$ cat src/assert_macros.svh
// Assertion helpers shared by the RTL.
`ifndef ASSERT_MACROS_SVH
`define ASSERT_MACROS_SVH

`ifndef NO_ASSERTIONS
// Checked on every rising edge once reset is released.
`define ASSERT_CLK(lbl, clk, rst_n, prop, msg) \
    lbl: assert property (@(posedge clk) disable iff (!rst_n) prop) else $error(msg);
// Checked on every rising edge, reset included.
`define ASSERT_ALWAYS(lbl, clk, prop, msg) \
    lbl: assert property (@(posedge clk) prop) else $error(msg);
`else
`define ASSERT_CLK(lbl, clk, rst_n, prop, msg)
`define ASSERT_ALWAYS(lbl, clk, prop, msg)
`endif

`endif

$ cat src/tmip_pkg.sv
package tmip_pkg;

    localparam int SAMPLE_W = 16;
    localparam int VALUE_W  = 16;
    localparam int FRAME_W  = 10;
    localparam int MAX_W    = 32;
    localparam int CFG_W    = 10;
    localparam int ROOT_STEPS_W = 4;

    // Configuration register indexes
    localparam logic CFG_VECTOR_MODE = 1'b0;
    localparam logic CFG_FRAME_COUNT = 1'b1;

    typedef enum logic [2:0] {
        ST_IDLE,
        ST_MUL,
        ST_ACC,
        ST_ROOT,
        ST_PUSH
    } t_state;

    typedef struct packed {
        logic load_in;
        logic load_sq;
        logic acc;
        logic root_start;
        logic root_step;
        logic load_out;
    } t_dp_cmd;

    typedef struct packed {
        logic last;
        logic vec;
        logic root_done;
        logic out_free;
    } t_dp_sts;

endpackage

$ cat src/tmip_ctrl.sv
`include "assert_macros.svh"

module tmip_ctrl (
    input  logic              i_clk,
    input  logic              i_rst_n,
    input  logic              i_valid,
    output logic              o_stall,
    input  tmip_pkg::t_dp_sts i_sts,
    output tmip_pkg::t_dp_cmd o_cmd
);
    import tmip_pkg::*;

    t_state r_state;
    t_state n_state;

    always_ff @(posedge i_clk) begin
        if (!i_rst_n) begin
            r_state <= ST_IDLE;
        end else begin
            r_state <= n_state;
        end
    end

    always_comb begin
        n_state = r_state;
        case (r_state)
            ST_IDLE: begin
                if (i_valid) begin
                    n_state = ST_MUL;
                end
            end
            ST_MUL: begin
                n_state = ST_ACC;
            end
            ST_ACC: begin
                if (i_sts.last) begin
                    n_state = i_sts.vec ? ST_ROOT : ST_PUSH;
                end else begin
                    n_state = ST_IDLE;
                end
            end
            ST_ROOT: begin
                if (i_sts.root_done) begin
                    n_state = ST_PUSH;
                end
            end
            ST_PUSH: begin
                if (i_sts.out_free) begin
                    n_state = ST_IDLE;
                end
            end
            default: begin
                n_state = ST_IDLE;
            end
        endcase
    end

    always_comb begin
        o_cmd   = '0;
        o_stall = 1'b1;
        case (r_state)
            ST_IDLE: begin
                o_stall       = 1'b0;
                o_cmd.load_in = i_valid;
            end
            ST_MUL: begin
                o_cmd.load_sq = 1'b1;
            end
            ST_ACC: begin
                o_cmd.acc        = 1'b1;
                o_cmd.root_start = i_sts.last & i_sts.vec;
            end
            ST_ROOT: begin
                o_cmd.root_step = 1'b1;
            end
            ST_PUSH: begin
                o_cmd.load_out = i_sts.out_free;
            end
            default: begin
                o_cmd = '0;
            end
        endcase
    end

    `ASSERT_CLK(a_out_slot_free, i_clk, i_rst_n, o_cmd.load_out |-> i_sts.out_free, "result loaded into a busy output register")
    `ASSERT_CLK(a_acc_after_mul, i_clk, i_rst_n, (r_state == ST_ACC) |-> $past(r_state == ST_MUL), "accumulate without a square stage")
    `ASSERT_CLK(a_root_runs, i_clk, i_rst_n, (r_state == ST_ROOT && !i_sts.root_done) |=> (r_state == ST_ROOT), "square root left early")

endmodule

$ cat src/tmip_datapath.sv
`include "assert_macros.svh"

module tmip_datapath (
    input  logic                                  i_clk,
    input  logic                                  i_rst_n,
    input  logic                                  i_cfg_we,
    input  logic                                  i_cfg_idx,
    input  logic [tmip_pkg::CFG_W-1:0]            i_cfg_data,
    input  logic signed [tmip_pkg::SAMPLE_W-1:0]  i_sample_x,
    input  logic signed [tmip_pkg::SAMPLE_W-1:0]  i_sample_y,
    input  logic signed [tmip_pkg::SAMPLE_W-1:0]  i_sample_z,
    input  logic                                  i_stall,
    output logic                                  o_valid,
    output logic [tmip_pkg::VALUE_W-1:0]          o_tmip_value,
    input  tmip_pkg::t_dp_cmd                     i_cmd,
    output tmip_pkg::t_dp_sts                     o_sts
);
    import tmip_pkg::*;

    logic               r_vector_mode;
    logic [FRAME_W-1:0] r_frame_count;

    logic signed [SAMPLE_W-1:0] r_sx;
    logic signed [SAMPLE_W-1:0] r_sy;
    logic signed [SAMPLE_W-1:0] r_sz;
    logic [MAX_W-2:0]           r_qx;
    logic [MAX_W-2:0]           r_qy;
    logic [MAX_W-2:0]           r_qz;
    logic [MAX_W-1:0]           r_max;
    logic [FRAME_W-1:0]         r_idx;
    logic [MAX_W-1:0]           r_rem;
    logic [MAX_W-1:0]           r_root;
    logic [ROOT_STEPS_W-1:0]    r_rk;
    logic [VALUE_W-1:0]         r_res;
    logic                       r_out_valid;
    logic [VALUE_W-1:0]         r_out;

    logic signed [MAX_W-1:0] w_px;
    logic signed [MAX_W-1:0] w_py;
    logic signed [MAX_W-1:0] w_pz;
    logic [MAX_W-1:0]        w_cand;
    logic [MAX_W-1:0]        w_newmax;
    logic [FRAME_W-1:0]      w_next_idx;
    logic                    w_last;
    logic [MAX_W-1:0]        w_bit;
    logic [MAX_W:0]          w_trial;
    logic                    w_take;
    logic [MAX_W-1:0]        w_root_nx;
    logic [VALUE_W-1:0]      w_sat;

    always_ff @(posedge i_clk) begin
        if (!i_rst_n) begin
            r_vector_mode <= 1'b0;
            r_frame_count <= FRAME_W'(1);
        end else if (i_cfg_we) begin
            case (i_cfg_idx)
                CFG_VECTOR_MODE: r_vector_mode <= i_cfg_data[0];
                CFG_FRAME_COUNT: r_frame_count <= i_cfg_data[FRAME_W-1:0];
                default: r_vector_mode <= r_vector_mode;
            endcase
        end
    end

    // Squares of signed samples are never negative; (-2^15)^2 fits in 31 bits.
    assign w_px = r_sx * r_sx;
    assign w_py = r_sy * r_sy;
    assign w_pz = r_sz * r_sz;

    assign w_cand     = MAX_W'(r_qx) + MAX_W'(r_qy) + MAX_W'(r_qz);
    assign w_newmax   = (w_cand > r_max) ? w_cand : r_max;
    assign w_next_idx = r_idx + FRAME_W'(1);
    assign w_last     = (w_next_idx == r_frame_count);
    assign w_sat      = (|w_newmax[MAX_W-1:VALUE_W]) ? '1 : w_newmax[VALUE_W-1:0];

    // Digit-by-digit square root, one result bit per step
    assign w_bit     = 32'h4000_0000 >> {r_rk, 1'b0};
    assign w_trial   = {1'b0, r_root} + {1'b0, w_bit};
    assign w_take    = ({1'b0, r_rem} >= w_trial);
    assign w_root_nx = w_take ? ((r_root >> 1) + w_bit) : (r_root >> 1);

    always_ff @(posedge i_clk) begin
        if (i_cmd.load_in) begin
            r_sx <= i_sample_x;
            r_sy <= i_sample_y;
            r_sz <= i_sample_z;
        end
        if (i_cmd.load_sq) begin
            if (r_vector_mode) begin
                r_qx <= w_px[MAX_W-2:0];
                r_qy <= w_py[MAX_W-2:0];
                r_qz <= w_pz[MAX_W-2:0];
            end else begin
                r_qx <= r_sx[SAMPLE_W-1] ? '0 : (MAX_W-1)'(r_sx);
                r_qy <= '0;
                r_qz <= '0;
            end
        end
        if (i_cmd.acc && w_last && !r_vector_mode) begin
            r_res <= w_sat;
        end
        if (i_cmd.root_start) begin
            r_rem  <= w_newmax;
            r_root <= '0;
            r_rk   <= '0;
        end else if (i_cmd.root_step) begin
            if (w_take) begin
                r_rem <= r_rem - w_trial[MAX_W-1:0];
            end
            r_root <= w_root_nx;
            r_rk   <= r_rk + ROOT_STEPS_W'(1);
            if (&r_rk) begin
                r_res <= w_root_nx[VALUE_W-1:0];
            end
        end
        if (i_cmd.load_out) begin
            r_out <= r_res;
        end
    end

    always_ff @(posedge i_clk) begin
        if (!i_rst_n) begin
            r_max       <= '0;
            r_idx       <= '0;
            r_out_valid <= 1'b0;
        end else begin
            if (i_cmd.acc) begin
                if (w_last) begin
                    r_max <= '0;
                    r_idx <= '0;
                end else begin
                    r_max <= w_newmax;
                    r_idx <= w_next_idx;
                end
            end
            if (i_cmd.load_out) begin
                r_out_valid <= 1'b1;
            end else if (r_out_valid && !i_stall) begin
                r_out_valid <= 1'b0;
            end
        end
    end

    assign o_sts.last      = w_last;
    assign o_sts.vec       = r_vector_mode;
    assign o_sts.root_done = &r_rk;
    assign o_sts.out_free  = !r_out_valid || !i_stall;

    assign o_valid      = r_out_valid;
    assign o_tmip_value = r_out;

    `ASSERT_CLK(a_voxel_clear, i_clk, i_rst_n, (i_cmd.acc && w_last) |=> (r_max == '0 && r_idx == '0), "voxel state not cleared after last frame")
    `ASSERT_CLK(a_root_range, i_clk, i_rst_n, (i_cmd.root_step && (&r_rk)) |-> (w_root_nx <= 32'd56755), "square root out of range")

endmodule

$ cat src/temporal_max_intensity_projection.sv
// A sample is taken in, squared and summed over x, y, z (scalar mode: x only, clamped at zero),
// then compared against the running maximum; a new sample waits until it is through. The last
// frame of a voxel loads the result register, in vector mode after the 16-step digit-serial root.
// The result register frees the input side while a result waits for its transfer.
// Reset (i_rst_n, synchronous, active low): scalar mode, frame count 1, running max and frame
// index cleared, no result pending.
`include "assert_macros.svh"

module temporal_max_intensity_projection (
    input  logic                                  i_clk,
    input  logic                                  i_rst_n,
    input  logic                                  i_cfg_we,
    input  logic                                  i_cfg_idx,
    input  logic [tmip_pkg::CFG_W-1:0]            i_cfg_data,
    input  logic                                  i_valid,
    output logic                                  o_stall,
    input  logic signed [tmip_pkg::SAMPLE_W-1:0]  i_sample_x,
    input  logic signed [tmip_pkg::SAMPLE_W-1:0]  i_sample_y,
    input  logic signed [tmip_pkg::SAMPLE_W-1:0]  i_sample_z,
    output logic                                  o_valid,
    input  logic                                  i_stall,
    output logic [tmip_pkg::VALUE_W-1:0]          o_tmip_value
);
    import tmip_pkg::*;

    t_dp_cmd w_cmd;
    t_dp_sts w_sts;

    tmip_ctrl u_ctrl (
        .i_clk   (i_clk),
        .i_rst_n (i_rst_n),
        .i_valid (i_valid),
        .o_stall (o_stall),
        .i_sts   (w_sts),
        .o_cmd   (w_cmd)
    );

    tmip_datapath u_datapath (
        .i_clk        (i_clk),
        .i_rst_n      (i_rst_n),
        .i_cfg_we     (i_cfg_we),
        .i_cfg_idx    (i_cfg_idx),
        .i_cfg_data   (i_cfg_data),
        .i_sample_x   (i_sample_x),
        .i_sample_y   (i_sample_y),
        .i_sample_z   (i_sample_z),
        .i_stall      (i_stall),
        .o_valid      (o_valid),
        .o_tmip_value (o_tmip_value),
        .i_cmd        (w_cmd),
        .o_sts        (w_sts)
    );

    `ASSERT_ALWAYS(a_reset_no_result, i_clk, !i_rst_n |=> !o_valid, "result pending right after reset")

endmodule
$ cat config.mk
export PLATFORM = sky130hd
export DESIGN_NAME = temporal_max_intensity_projection
export DESIGN_NICKNAME = d
export VERILOG_FILES = /design/src/tmip_pkg.sv /design/src/tmip_ctrl.sv /design/src/tmip_datapath.sv /design/src/temporal_max_intensity_projection.sv
export VERILOG_INCLUDE_DIRS = /design/src /design/src/src
export SDC_FILE = /design/constraint.sdc
export NUM_CORES = 2
export LEC_CHECK = 0
export ABC_CLOCK_PERIOD_IN_PS = 13400
export BUFFER_PORTS_ARGS = -buffer_cell sky130_fd_sc_hd__buf_2
export CORE_MARGIN = 2
export CORE_UTILIZATION = 70
export CTS_BUF_LIST = sky130_fd_sc_hd__clkbuf_4
export CTS_CLUSTER_SIZE = 14
export DETAILED_ROUTE_END_ITERATION = 10
export PLACE_DENSITY = 0.85
export SYNTH_ARGS = -nofsm -noshare
export SYNTH_HDL_FRONTEND = slang
export SYNTH_SLANG_ARGS = --single-unit
export TNS_END_PERCENT = 100
$ cat constraint.sdc
create_clock -name i_clk -period 13.4 [get_ports i_clk]
set_input_delay 1.34 -clock i_clk [delete_from_list [all_inputs] [get_ports i_clk]]
set_output_delay 1.34 -clock i_clk [all_outputs]
set_load 0.01 [all_outputs]
==> impl_metrics.toml <==
[clock_tree]
root_buffer = "clkbuf_4"
clock_latency_ns = 0.90
numCtsBuffers = 85
cts.path.max_buffers = 3
cts_resized = 0
post_cts_buffers = 0
cts_tree = "built"
path_clk_slew_ns = 0.06
cts_hold_buffers = 0
htreeDepth = 3
cts_sinks = 296

[sta]
final.min_clock_period_ns = 7.63
worst-slew-pin-transition_ns = 1.05
fmax_mhz = 131
holdWs_ns = 0.422
final_hold_viol_count = 0
rsz0062_at_grt = "no"
period_share = 0.569
slew_viol_final = 0
relSlewSlack = 0.300
skew_ns = 0.0748
setup-tns-final_ns = 0
setup_viol = 0

[setup_path]
cp-end-kind = "register"
required_ns = 14.00
start_kind = "register"
worstPathMaxFanout = 22
critPathKind = "register to register"
rr_worst_depth = 23
crit_arrival_ns = 8.22

[detailed_routing]
drtIter0Drc = 2267
dr.pass1.iters = 9
drt-vias-per-instance = 5.76
routed-via-count = 31900
drc_errors = 0
totalWireLength_um = 98100
wl_per_cell_um = 17.7
final_antenna_net_count = 0

[yosys]
ys_seq_area_frac = 0.179
yosysUniqueCellTypes = 87
synth_area_um2 = 43600
synth_edf_count = 187
ys.flop_type = "edfxtp_1"
async_reset_ff_frac = 0
avgSynthCellArea_um2 = 9.50
yosysWarnings = 0
synth_cells = 4589
synth-seq-cells = 296

[floorplanning]
coreArea_um2 = 61600
die_w_um = 254
die_area_um2 = 64300
start_util = 0.708
die_y_um = 254
boundaryPins = 82
num_rows = 91

[finish]
n_fill_cell = 4248
nets = 5819
final_cells = 5543
drive_above_1_share = 0.0652
syn_to_final_growth_pct = 4.99

[global_routing]
grt_overflow = 0
grt_max_degree = 84
grt_usage = 0.321
grt_pass1_wl_um = 163000
grt_pass1_vias = 33900
antenna_found_initial = 3

[hold_path]
hold_depth = 0
hold_path.class = "register to register"

[job]
cap_violations = 0

[run_status]
outcome = "finished, final reports clean"

[placement]
gp_congestion = 0.924
dp_cells = 5392
port_buffers = 81
dp_hpwl_um = 78600
[sequential cells by signal, indices dropped and copies added, names as in the netlist]
| register | cells |
|---|---|
| u_ctrl.r_state | 3 |
| u_datapath.o_tmip_value | 16 |
| u_datapath.o_valid | 1 |
| u_datapath.r_frame_count | 10 |
| u_datapath.r_idx | 10 |
| u_datapath.r_max | 32 |
| u_datapath.r_qx | 31 |
| u_datapath.r_qy | 30 |
| u_datapath.r_qz | 30 |
| u_datapath.r_rem | 32 |
| u_datapath.r_res | 16 |
| u_datapath.r_rk | 4 |
| u_datapath.r_root | 32 |
| u_datapath.r_sx | 16 |
| u_datapath.r_sy | 16 |
| u_datapath.r_sz | 16 |
| u_datapath.r_vector_mode | 1 |
[final timing paths]
check / start / end / slack, ns
setup / recovery: u_datapath.r_sy[15] / u_datapath.r_qy[30] / 5.77
setup reg to reg: u_datapath.r_sy[15] / u_datapath.r_qy[30] / 5.77
hold reg to reg: u_datapath.r_res[7] / u_datapath.o_tmip_value[7] / 0.42
hold / removal: u_datapath.r_res[7] / u_datapath.o_tmip_value[7] / 0.42
[logic make-up after synthesis]
logic type               share of synthesized area
adder cells (fa/ha/maj)                      0.445
buffers and inverters                       0.0961
AND/OR/NAND/NOR                              0.123
AO/OA/AOI/OAI                                0.101
flip-flops                                   0.179
XOR/XNOR                                    0.0456
multiplexers                                0.0100
other                                    0.0000860
[synth_stat cells, types with 10 or more instances]
cell type / n / area, um^2
nand2_1: 376 / 1410
or2_2: 17 / 106
a31oi_1: 36 / 225
mux2i_1: 32 / 320
a21oi_2: 11 / 96.3
ha_1: 383 / 4790
o21ai_0: 163 / 816
and3_1: 22 / 138
nand2b_1: 35 / 219
or3_1: 23 / 144
nor3b_1: 10 / 75.1
edfxtp_1: 187 / 5620
a22oi_1: 20 / 150
inv_1: 972 / 3650
a211oi_1: 21 / 158
o31ai_1: 13 / 97.6
dfxtp_1: 109 / 2180
o21a_1: 30 / 225
nor3_1: 46 / 230
nor2_1: 240 / 901
a21oi_1: 168 / 841
nor2b_1: 50 / 313
clkbuf_1: 124 / 465
xor2_1: 85 / 744
nand3_1: 55 / 275
nand4_1: 17 / 106
o21bai_1: 30 / 225
xnor2_1: 140 / 1230
o22ai_1: 33 / 206
fa_1: 730 / 14600
a21boi_0: 19 / 143
a21o_1: 64 / 480
and2_1: 187 / 1170
[worst max-delay path: stages (launching register included)]
cell	delay [ns]
edfxtp_1	0.32
buf_4	0.28
clkinv_1	0.45
nor2_1	0.28
fa_1	0.54
inv_1	0.18
fa_1	0.46
fa_1	0.50
fa_1	0.51
fa_1	0.51
inv_1	0.06
fa_1	0.45
ha_1	0.35
inv_1	0.12
o22ai_1	0.09
o21a_1	0.17
a311oi_1	0.61
o21ai_0	0.27
o41ai_1	0.40
o211ai_1	0.20
a21o_1	0.20
a21oi_1	0.16
xnor2_1	0.14
nor2_1	0.06
[stage by stage]
stage	worst slack [ns]	cell area [um^2]	util
detailed placement	5.87	44700	0.726
floorplan	6.63	43600	-
CTS	5.82	45800	0.743
global placement	6.03	44700	0.726
global route	5.30	45800	0.743
finish	5.77	45800	0.743
[metal layers]
metal,global-route usage,part of all wire,wire length [um]
met2,0.546,0.50,48900
met5,0,0.00031,30
met3,0.0523,0.069,6750
met4,0.140,0.041,4020
met1,0.406,0.39,38400
[area by class of cell]
type,count,area [um^2],share of cell area
Antenna cell,1,2.50,0.0000547
Clock buffer,115,863,0.0189
Clock inverter,35,186,0.00407
Inverter,974,3660,0.0799
Multi-Input combinational cell,3182,31700,0.691
Sequential cell,296,7800,0.170
Tap cell,837,1050,0.0229
Timing Repair Buffer,103,571,0.0125
[placed cells by master, fill, tap and decap left out, types with 22 or more instances in the layout]
cell type	instances
nor2_1	236
a21o_1	64
o21ai_0	163
nor2b_1	50
or3_1	23
ha_1	383
xor2_1	85
o21a_1	30
nand3_1	54
clkbuf_4	115
buf_4	22
edfxtp_1	187
nor3_1	46
fa_1	730
xnor2_1	140
nand2_1	376
inv_1	971
nand2b_1	35
and2_1	187
mux2i_1	32
o22ai_1	33
a31oi_1	36
o21bai_1	30
a21oi_1	168
dfxtp_1	109
buf_2	81
Power is left out: the tool's default activity adds up to more than one toggle a clock period on the data nets, which glitch-free logic cannot reach.
